$ cat src/rtl/kpd_pkg.sv
// ----------------------------------------------------------------------------
// kpd_pkg
// Shared types, key table and constants of the keypad autorepeat block.
// ----------------------------------------------------------------------------
package kpd_pkg;

	localparam int TABLE_KEYS = 13;
	localparam int KEY_W      = 4;
	localparam int SCAN_A_W   = 4;
	localparam int SCAN_B_W   = 17;
	localparam int SCAN_C_W   = 16;
	localparam int TICK_W     = 32;
	localparam int CFG_W      = 16;
	localparam int CFG_IDX_W  = 1;

	localparam logic [CFG_W-1:0] INITIAL_DELAY_RST   = 16'd500;
	localparam logic [CFG_W-1:0] REPEAT_INTERVAL_RST = 16'd175;

	typedef enum logic [CFG_IDX_W-1:0] {
		REG_INITIAL_DELAY   = 1'b0,
		REG_REPEAT_INTERVAL = 1'b1
	} cfg_reg_t;

	typedef enum logic [1:0] {
		GRP_A = 2'd0,
		GRP_B = 2'd1,
		GRP_C = 2'd2
	} grp_t;

	typedef struct packed {
		grp_t                grp;
		logic [SCAN_B_W-1:0] mask;
	} key_entry_t;

	localparam key_entry_t KEY_TABLE [TABLE_KEYS] = '{
		'{GRP_A, 17'h00008}, '{GRP_A, 17'h00004}, '{GRP_A, 17'h00001}, '{GRP_A, 17'h00002},
		'{GRP_B, 17'h04000}, '{GRP_B, 17'h00800}, '{GRP_B, 17'h10000},
		'{GRP_C, 17'h01001}, '{GRP_C, 17'h01000}, '{GRP_C, 17'h00001},
		'{GRP_C, 17'h04000}, '{GRP_C, 17'h02000}, '{GRP_C, 17'h00040}
	};

	typedef struct packed {
		logic [KEY_W-1:0] clicked;
		logic [KEY_W-1:0] pressed;
	} key_codes_t;

	// active low: a key is down when all of its bits read zero
	function automatic logic key_pressed(
		input logic [SCAN_A_W-1:0] a,
		input logic [SCAN_B_W-1:0] b,
		input logic [SCAN_C_W-1:0] c,
		input key_entry_t          e
	);
		logic [SCAN_B_W-1:0] word;
		unique case (e.grp)
			GRP_A:   word = {{(SCAN_B_W-SCAN_A_W){1'b0}}, a};
			GRP_B:   word = b;
			GRP_C:   word = {{(SCAN_B_W-SCAN_C_W){1'b0}}, c};
			default: word = '1;
		endcase
		return (word & e.mask) == '0;
	endfunction

endpackage

$ cat src/rtl/kpd_scan_decode.sv
// ----------------------------------------------------------------------------
// kpd_scan_decode
// Maps current and prior scans through the key table; finds first clicked
// and first pressed key.
// ----------------------------------------------------------------------------
module kpd_scan_decode import kpd_pkg::*; #(
	parameter int KEY_LIMIT = 13
) (
	input  logic [SCAN_A_W-1:0]  cur_a,
	input  logic [SCAN_B_W-1:0]  cur_b,
	input  logic [SCAN_C_W-1:0]  cur_c,
	input  logic [SCAN_A_W-1:0]  prv_a,
	input  logic [SCAN_B_W-1:0]  prv_b,
	input  logic [SCAN_C_W-1:0]  prv_c,
	output logic [KEY_LIMIT-1:0] down_now,
	output key_codes_t           codes
);

	logic [KEY_LIMIT-1:0] down_prv;

	always_comb begin
		codes = '0;
		for (int i = KEY_LIMIT - 1; i >= 0; i--) begin
			down_now[i] = key_pressed(cur_a, cur_b, cur_c, KEY_TABLE[i]);
			down_prv[i] = key_pressed(prv_a, prv_b, prv_c, KEY_TABLE[i]);
			if (down_now[i]) begin
				codes.pressed = KEY_W'(i + 1);
			end
			if (down_now[i] && !down_prv[i]) begin
				codes.clicked = KEY_W'(i + 1);
			end
		end
	end

endmodule

$ cat src/rtl/kpd_autorepeat.sv
// ----------------------------------------------------------------------------
// kpd_autorepeat
// Tracks the clicked key, passes a new click through as repeat key, and
// issues repeats after the initial delay and then every repeat interval while it stays held.
// ----------------------------------------------------------------------------
module kpd_autorepeat import kpd_pkg::*; #(
	parameter int KEY_LIMIT = 13
) (
	input  logic                 clk,
	input  logic                 arst_n,
	input  logic                 advance,
	input  logic [KEY_W-1:0]     clicked,
	input  logic [KEY_LIMIT-1:0] down_now,
	input  logic [TICK_W-1:0]    tick,
	input  logic [CFG_W-1:0]     initial_delay,
	input  logic [CFG_W-1:0]     repeat_interval,
	output logic [KEY_W-1:0]     repeat_key
);

	logic [KEY_W-1:0]  tracked_q;
	logic [TICK_W-1:0] last_q;
	logic              once_q;

	logic              held;
	logic              fire;
	logic [TICK_W-1:0] elapsed;
	logic [CFG_W-1:0]  wait_ticks;

	always_comb begin
		held = 1'b0;
		for (int i = 0; i < KEY_LIMIT; i++) begin
			if (tracked_q == KEY_W'(i + 1) && down_now[i]) begin
				held = 1'b1;
			end
		end
		elapsed    = tick - last_q;
		wait_ticks = once_q ? repeat_interval : initial_delay;
		fire       = held && (elapsed > {{(TICK_W-CFG_W){1'b0}}, wait_ticks});
		if (clicked != '0) begin
			repeat_key = clicked;
		end else if (fire) begin
			repeat_key = tracked_q;
		end else begin
			repeat_key = '0;
		end
	end

	always_ff @(posedge clk or negedge arst_n) begin
		if (!arst_n) begin
			tracked_q <= '0;
			last_q    <= '0;
			once_q    <= 1'b0;
		end else if (advance) begin
			if (clicked != '0) begin
				tracked_q <= clicked;
				last_q    <= tick;
				once_q    <= 1'b0;
			end else if (held) begin
				if (fire) begin
					last_q <= tick;
					once_q <= 1'b1;
				end
			end else begin
				tracked_q <= '0;
			end
		end
	end

endmodule

$ cat src/rtl/keypad_edge_autorepeat.sv
// ----------------------------------------------------------------------------
// keypad_edge_autorepeat
// Keypad click/press detector with key autorepeat.
// ----------------------------------------------------------------------------
// Usage:
//   Input channel (in_valid/in_ready) takes one active-low scan per
//   transaction: scan_group_a/b/c and tick_time. Output channel
//   (out_valid/out_ready) returns one result per scan: clicked_key,
//   pressed_key and repeat_key, codes 1..13 in table order, 0 for none.
//   Config channel (cfg_valid/cfg_ready, always ready) writes
//   initial_delay (index 0) or repeat_interval (index 1) from the 16-bit
//   cfg_data; write only while the block is idle.
//   Timing: a scan is taken into the input register, then its result into
//   the result register. Throughput: one scan per cycle while out_ready is
//   high; key decode, tick subtraction and compare sit in a single stage.
//   Reset clears the prior scan to zero (all keys read as pressed, so nothing
//   clicks on the first scan), drops the tracked key and loads the delay
//   defaults 500 and 175.
//   When out_ready is low the result holds; one more scan is still taken
//   into the input register, then in_ready falls until the result leaves.
// ----------------------------------------------------------------------------
module keypad_edge_autorepeat import kpd_pkg::*; #(
	parameter int NUM_KEYS = 13
) (
	input  logic                 clk,
	input  logic                 arst_n,
	input  logic                 cfg_valid,
	output logic                 cfg_ready,
	input  logic [CFG_IDX_W-1:0] cfg_index,
	input  logic [CFG_W-1:0]     cfg_data,
	input  logic                 in_valid,
	output logic                 in_ready,
	input  logic [SCAN_A_W-1:0]  scan_group_a,
	input  logic [SCAN_B_W-1:0]  scan_group_b,
	input  logic [SCAN_C_W-1:0]  scan_group_c,
	input  logic [TICK_W-1:0]    tick_time,
	output logic                 out_valid,
	input  logic                 out_ready,
	output logic [KEY_W-1:0]     clicked_key,
	output logic [KEY_W-1:0]     pressed_key,
	output logic [KEY_W-1:0]     repeat_key
);

	localparam int KEY_LIMIT = (NUM_KEYS < TABLE_KEYS) ? NUM_KEYS : TABLE_KEYS;

	logic [CFG_W-1:0] initial_delay_q;
	logic [CFG_W-1:0] repeat_interval_q;

	logic                valid_s1;
	logic [SCAN_A_W-1:0] scan_a_s1;
	logic [SCAN_B_W-1:0] scan_b_s1;
	logic [SCAN_C_W-1:0] scan_c_s1;
	logic [TICK_W-1:0]   tick_s1;

	logic [SCAN_A_W-1:0] cur_a_q;
	logic [SCAN_B_W-1:0] cur_b_q;
	logic [SCAN_C_W-1:0] cur_c_q;

	logic                 out_valid_q;
	logic                 advance;
	logic [KEY_LIMIT-1:0] down_now;
	key_codes_t           codes;
	logic [KEY_W-1:0]     rep_code;

	assign advance   = valid_s1 && (!out_valid_q || out_ready);
	assign in_ready  = !valid_s1 || advance;
	assign cfg_ready = 1'b1;
	assign out_valid = out_valid_q;

	always_ff @(posedge clk or negedge arst_n) begin
		if (!arst_n) begin
			initial_delay_q   <= INITIAL_DELAY_RST;
			repeat_interval_q <= REPEAT_INTERVAL_RST;
		end else if (cfg_valid) begin
			unique case (cfg_reg_t'(cfg_index))
				REG_INITIAL_DELAY:   initial_delay_q   <= cfg_data;
				REG_REPEAT_INTERVAL: repeat_interval_q <= cfg_data;
				default: ;
			endcase
		end
	end

	always_ff @(posedge clk or negedge arst_n) begin
		if (!arst_n) begin
			valid_s1 <= 1'b0;
		end else if (in_ready) begin
			valid_s1 <= in_valid;
		end
	end

	always_ff @(posedge clk) begin
		if (in_valid && in_ready) begin
			scan_a_s1 <= scan_group_a;
			scan_b_s1 <= scan_group_b;
			scan_c_s1 <= scan_group_c;
			tick_s1   <= tick_time;
		end
	end

	always_ff @(posedge clk or negedge arst_n) begin
		if (!arst_n) begin
			cur_a_q <= '0;
			cur_b_q <= '0;
			cur_c_q <= '0;
		end else if (advance) begin
			cur_a_q <= scan_a_s1;
			cur_b_q <= scan_b_s1;
			cur_c_q <= scan_c_s1;
		end
	end

	kpd_scan_decode #(
		.KEY_LIMIT (KEY_LIMIT)
	) u_decode (
		.cur_a    (scan_a_s1),
		.cur_b    (scan_b_s1),
		.cur_c    (scan_c_s1),
		.prv_a    (cur_a_q),
		.prv_b    (cur_b_q),
		.prv_c    (cur_c_q),
		.down_now (down_now),
		.codes    (codes)
	);

	kpd_autorepeat #(
		.KEY_LIMIT (KEY_LIMIT)
	) u_repeat (
		.clk             (clk),
		.arst_n          (arst_n),
		.advance         (advance),
		.clicked         (codes.clicked),
		.down_now        (down_now),
		.tick            (tick_s1),
		.initial_delay   (initial_delay_q),
		.repeat_interval (repeat_interval_q),
		.repeat_key      (rep_code)
	);

	always_ff @(posedge clk or negedge arst_n) begin
		if (!arst_n) begin
			out_valid_q <= 1'b0;
		end else if (advance) begin
			out_valid_q <= 1'b1;
		end else if (out_ready) begin
			out_valid_q <= 1'b0;
		end
	end

	always_ff @(posedge clk) begin
		if (advance) begin
			clicked_key <= codes.clicked;
			pressed_key <= codes.pressed;
			repeat_key  <= rep_code;
		end
	end

	a_click_repeats: assert property (@(posedge clk) disable iff (!arst_n)
		out_valid && clicked_key != '0 |-> repeat_key == clicked_key)
		else $error("click not reported as repeat key");

	a_click_pressed: assert property (@(posedge clk) disable iff (!arst_n)
		out_valid && clicked_key != '0 |-> pressed_key != '0 && pressed_key <= clicked_key)
		else $error("clicked key not covered by pressed key");

	a_ready_when_empty: assert property (@(posedge clk) disable iff (!arst_n)
		!out_valid |-> in_ready)
		else $error("input stalled with empty result register");

endmodule
$ cat config.mk
export PLATFORM = sky130hd
export DESIGN_NAME = keypad_edge_autorepeat
export DESIGN_NICKNAME = d
export VERILOG_FILES = /design/src/rtl/kpd_pkg.sv /design/src/rtl/kpd_scan_decode.sv /design/src/rtl/kpd_autorepeat.sv /design/src/rtl/keypad_edge_autorepeat.sv
export SDC_FILE = /design/constraint.sdc
export NUM_CORES = 1
export LEC_CHECK = 0
export BUFFER_PORTS_ARGS = -buffer_cell sky130_fd_sc_hd__buf_2
export CORE_ASPECT_RATIO = 1.75
export CORE_UTILIZATION = 55
export CTS_CLUSTER_DIAMETER = 150
export DETAILED_ROUTE_END_ITERATION = 8
export PLACE_DENSITY = 0.9
export REMOVE_ABC_BUFFERS = 1
export SETUP_SLACK_MARGIN = 0.15
export SLEW_MARGIN = 20
export SYNTH_ARGS = -nofsm -noshare
export SYNTH_HDL_FRONTEND = slang
export SYNTH_HIERARCHICAL = 1
export SYNTH_SLANG_ARGS = --single-unit
$ cat constraint.sdc
create_clock -name clk -period 4.1 [get_ports clk]
set_input_delay 0.615 -clock clk [delete_from_list [all_inputs] [get_ports clk]]
set_output_delay 0.615 -clock clk [all_outputs]
set_load 0.01 [all_outputs]
==> results by group <==
Routing
  – Via density per instance: 6.39
  – Total Wirelength: 25.2 mm
  – Routed WL per cell: 20.8 µm
  – DR vias: 7726
  – DRC viols: 0
  – DRT Pass-1 Iters: 6
  – Starting DRT DRC Count: 612
  – Post-DRT Antenna Nets: 0

Critical path
  – Critical path class: flop to flop
  – FF-to-FF setup slack: -470 ps
  – R2R depth: 21
  – CP startpoint: u_repeat/last_q[0]
  – Data required time of the worst path: 4400 ps
  – FF-to-FF End: u_repeat/last_q[2]
  – R2R Path Start: u_repeat/last_q[0]
  – CP Launch Type: flop
  – Worst EP arrival: 4870 ps
  – Critical Path End Type: flop
  – Crit path max fanout: 6

Clocking
  – Latest clock arrival within the worst-skew pair: 420 ps
  – Number of hold buffers added after cts: 0
  – Deepest clock path buffer count: 2
  – CTS Buf Count: 17
  – Clock slew at reported path FFs: 70 ps
  – CTS sink count: 139
  – Clk root buf: clkbuf_16
  – Htree depth: 4
  – TritonCTS clock tree: built

Power
  – VDD IR max: 0.431 mV
  – Total power: 8.14 mW
  – Pwr/cell area: 752 nW/µm²
  – Pleak: 4.79 nW

GRT
  – Total gr overflow: 0
  – Gr usage total: 0.312
  – First-pass GRT wire length: 37.7 mm
  – Antenna violations before repair: 0
  – Vias in the first global route: 7826
  – Largest net degree at the start of global routing: 84

Floorplan
  – Initial core utilization: 0.559
  – I/O pins: 106
  – Core region area: 15300 µm²
  – Die W: 96.3 µm
  – Chip Height: 167 µm
  – Rows: 60
  – Die area: 16100 µm²

Timing
  – PnR worst setup slack: -473 ps
  – RSZ-0062 raised after global routing: true
  – Slew @ Worst Pin: 1080 ps
  – Setup TNS: -15350 ps
  – Hold Violations, Final: 0
  – Peak Freq: 0.219 GHz
  – Pins Over Slew Limit: 0
  – Clk_skew: 10.6 ps
  – Post-route clock period utilization: 1.12
  – Final worst path period need: 4570 ps
  – Max_slew headroom: 0.281
  – Final setup viols: 37

Placement
  – Post-Place Worst Slack: -528 ps
  – RePlAce Congestion: 0.974
  – Placed insts: 1153
  – DP Area: 9650 µm²
  – DP Wirelength: 16.5 mm
  – PortBufs: 79

Final layout
  – ANT cells: 0
  – Final nets: 1149
  – Layout cells sized above 1: 0.322
  – Final Cell Area: 10800 µm²
  – Final Non-Filler Cells: 1209
  – Area Growth Syn to Fin: 26.3%

Run status
  – Outcome: finished with violations
  – Failing checks: negative setup slack

Logic synthesis
  – Cells after Synth: 834
  – Cell area after synthesis: 8570 µm²
  – Syn_area_per_cell: 10.3 µm²
  – YS warnings: 6

Run
  – MaxCap Viol Count: 0

Worst hold path
  – Hold Path Class: input port to async pin
[cells in the final DEF, fill, tap and decap left out, types with 18 or more instances in the layout]
master     instances
inv_1             59
nand2_1           83
clkbuf_16         18
dfrtp_1           71
nor2_1            68
buf_4            101
a21oi_1           46
mux2_2            33
ha_1              42
mux2i_1           19
edfxtp_1          56
buf_2             79
o21ai_0           29
a221o_1           36
[where the power goes]
part           internal (mW)  switching (mW)
Combinational           2.05            2.50
Sequential              1.75           0.207
Clock                  0.931           0.691
[what timing repair did]
item                       in CTS  in global routing
setup buffers                  12                  7
pin swaps                      16                 33
gates resized for setup        25                 28
setup endpoints to repair      37                 37
gates cloned                    3                  2
[critical path: stages (launching register included)]
cell and delay, ps:
dfrtp_1 410, ha_4 180, fa_2 350, nand2b_4 180, a21oi_4 170, nor2_2 60, o31ai_2 220, a21o_1 170
a21oi_2 70, xnor2_2 150, ha_1 280, nand4_1 170, nor2_1 80, a221o_1 330, nor3_2 160, o211ai_1 160
buf_4 200, nor4b_4 290, a211oi_4 140, buf_6 170, buf_12 140, a221o_1 350
[per-layer routing]
layer,part of all wire,GRT usage,vias up
met5,0,0,-
met4,0.073,0.210,0
met3,0.053,0.0595,146
met2,0.54,0.565,402
met1,0.34,0.309,3741
li1,-,-,3437
[per-stage QoR]
| stage | hold slack [ps] | util |
|---|---|---|
| floorplan | 319 | - |
| global placement | 474 | 0.630 |
| detailed placement | 485 | 0.630 |
| CTS | 350 | 0.689 |
| global route | 300 | 0.706 |
| finish | 241 | 0.706 |
[layout make-up]
cell class	count	area (µm²)
multi-input cells	597	4560
fillers	1078	4500
flip-flops and latches	139	3770
repair buffers	194	1400
clock buffers	17	425
well taps	186	233
inverters	61	229
clock inverters	15	199
[flip-flops by register name (all words and copies together), names as in the netlist]
register / cells
repeat_interval_q: 16
pressed_key: 4
clicked_key: 4
u_repeat/once_q: 1
scan_b_s1: 3
valid_s1: 1
tick_s1: 32
initial_delay_q: 16
u_repeat/tracked_q: 4
cur_b_q: 3
out_valid: 1
u_repeat/last_q: 32
cur_c_q: 5
scan_c_s1: 5
scan_a_s1: 4
repeat_key: 4
cur_a_q: 4
[worst max path at each step]
stage                                      to  slack (ps)  cells past startpoint
after detailed placement  u_repeat/last_q[28]        -530                     17
final                      u_repeat/last_q[2]        -470                     21
after global placement    u_repeat/last_q[18]        -430                     19
after floorplan            u_repeat/last_q[0]        -360                     18
after CTS                  u_repeat/last_q[1]        -290                     21
after global routing      u_repeat/last_q[30]        -620                     19
Power figures use the tool's default switching activity.
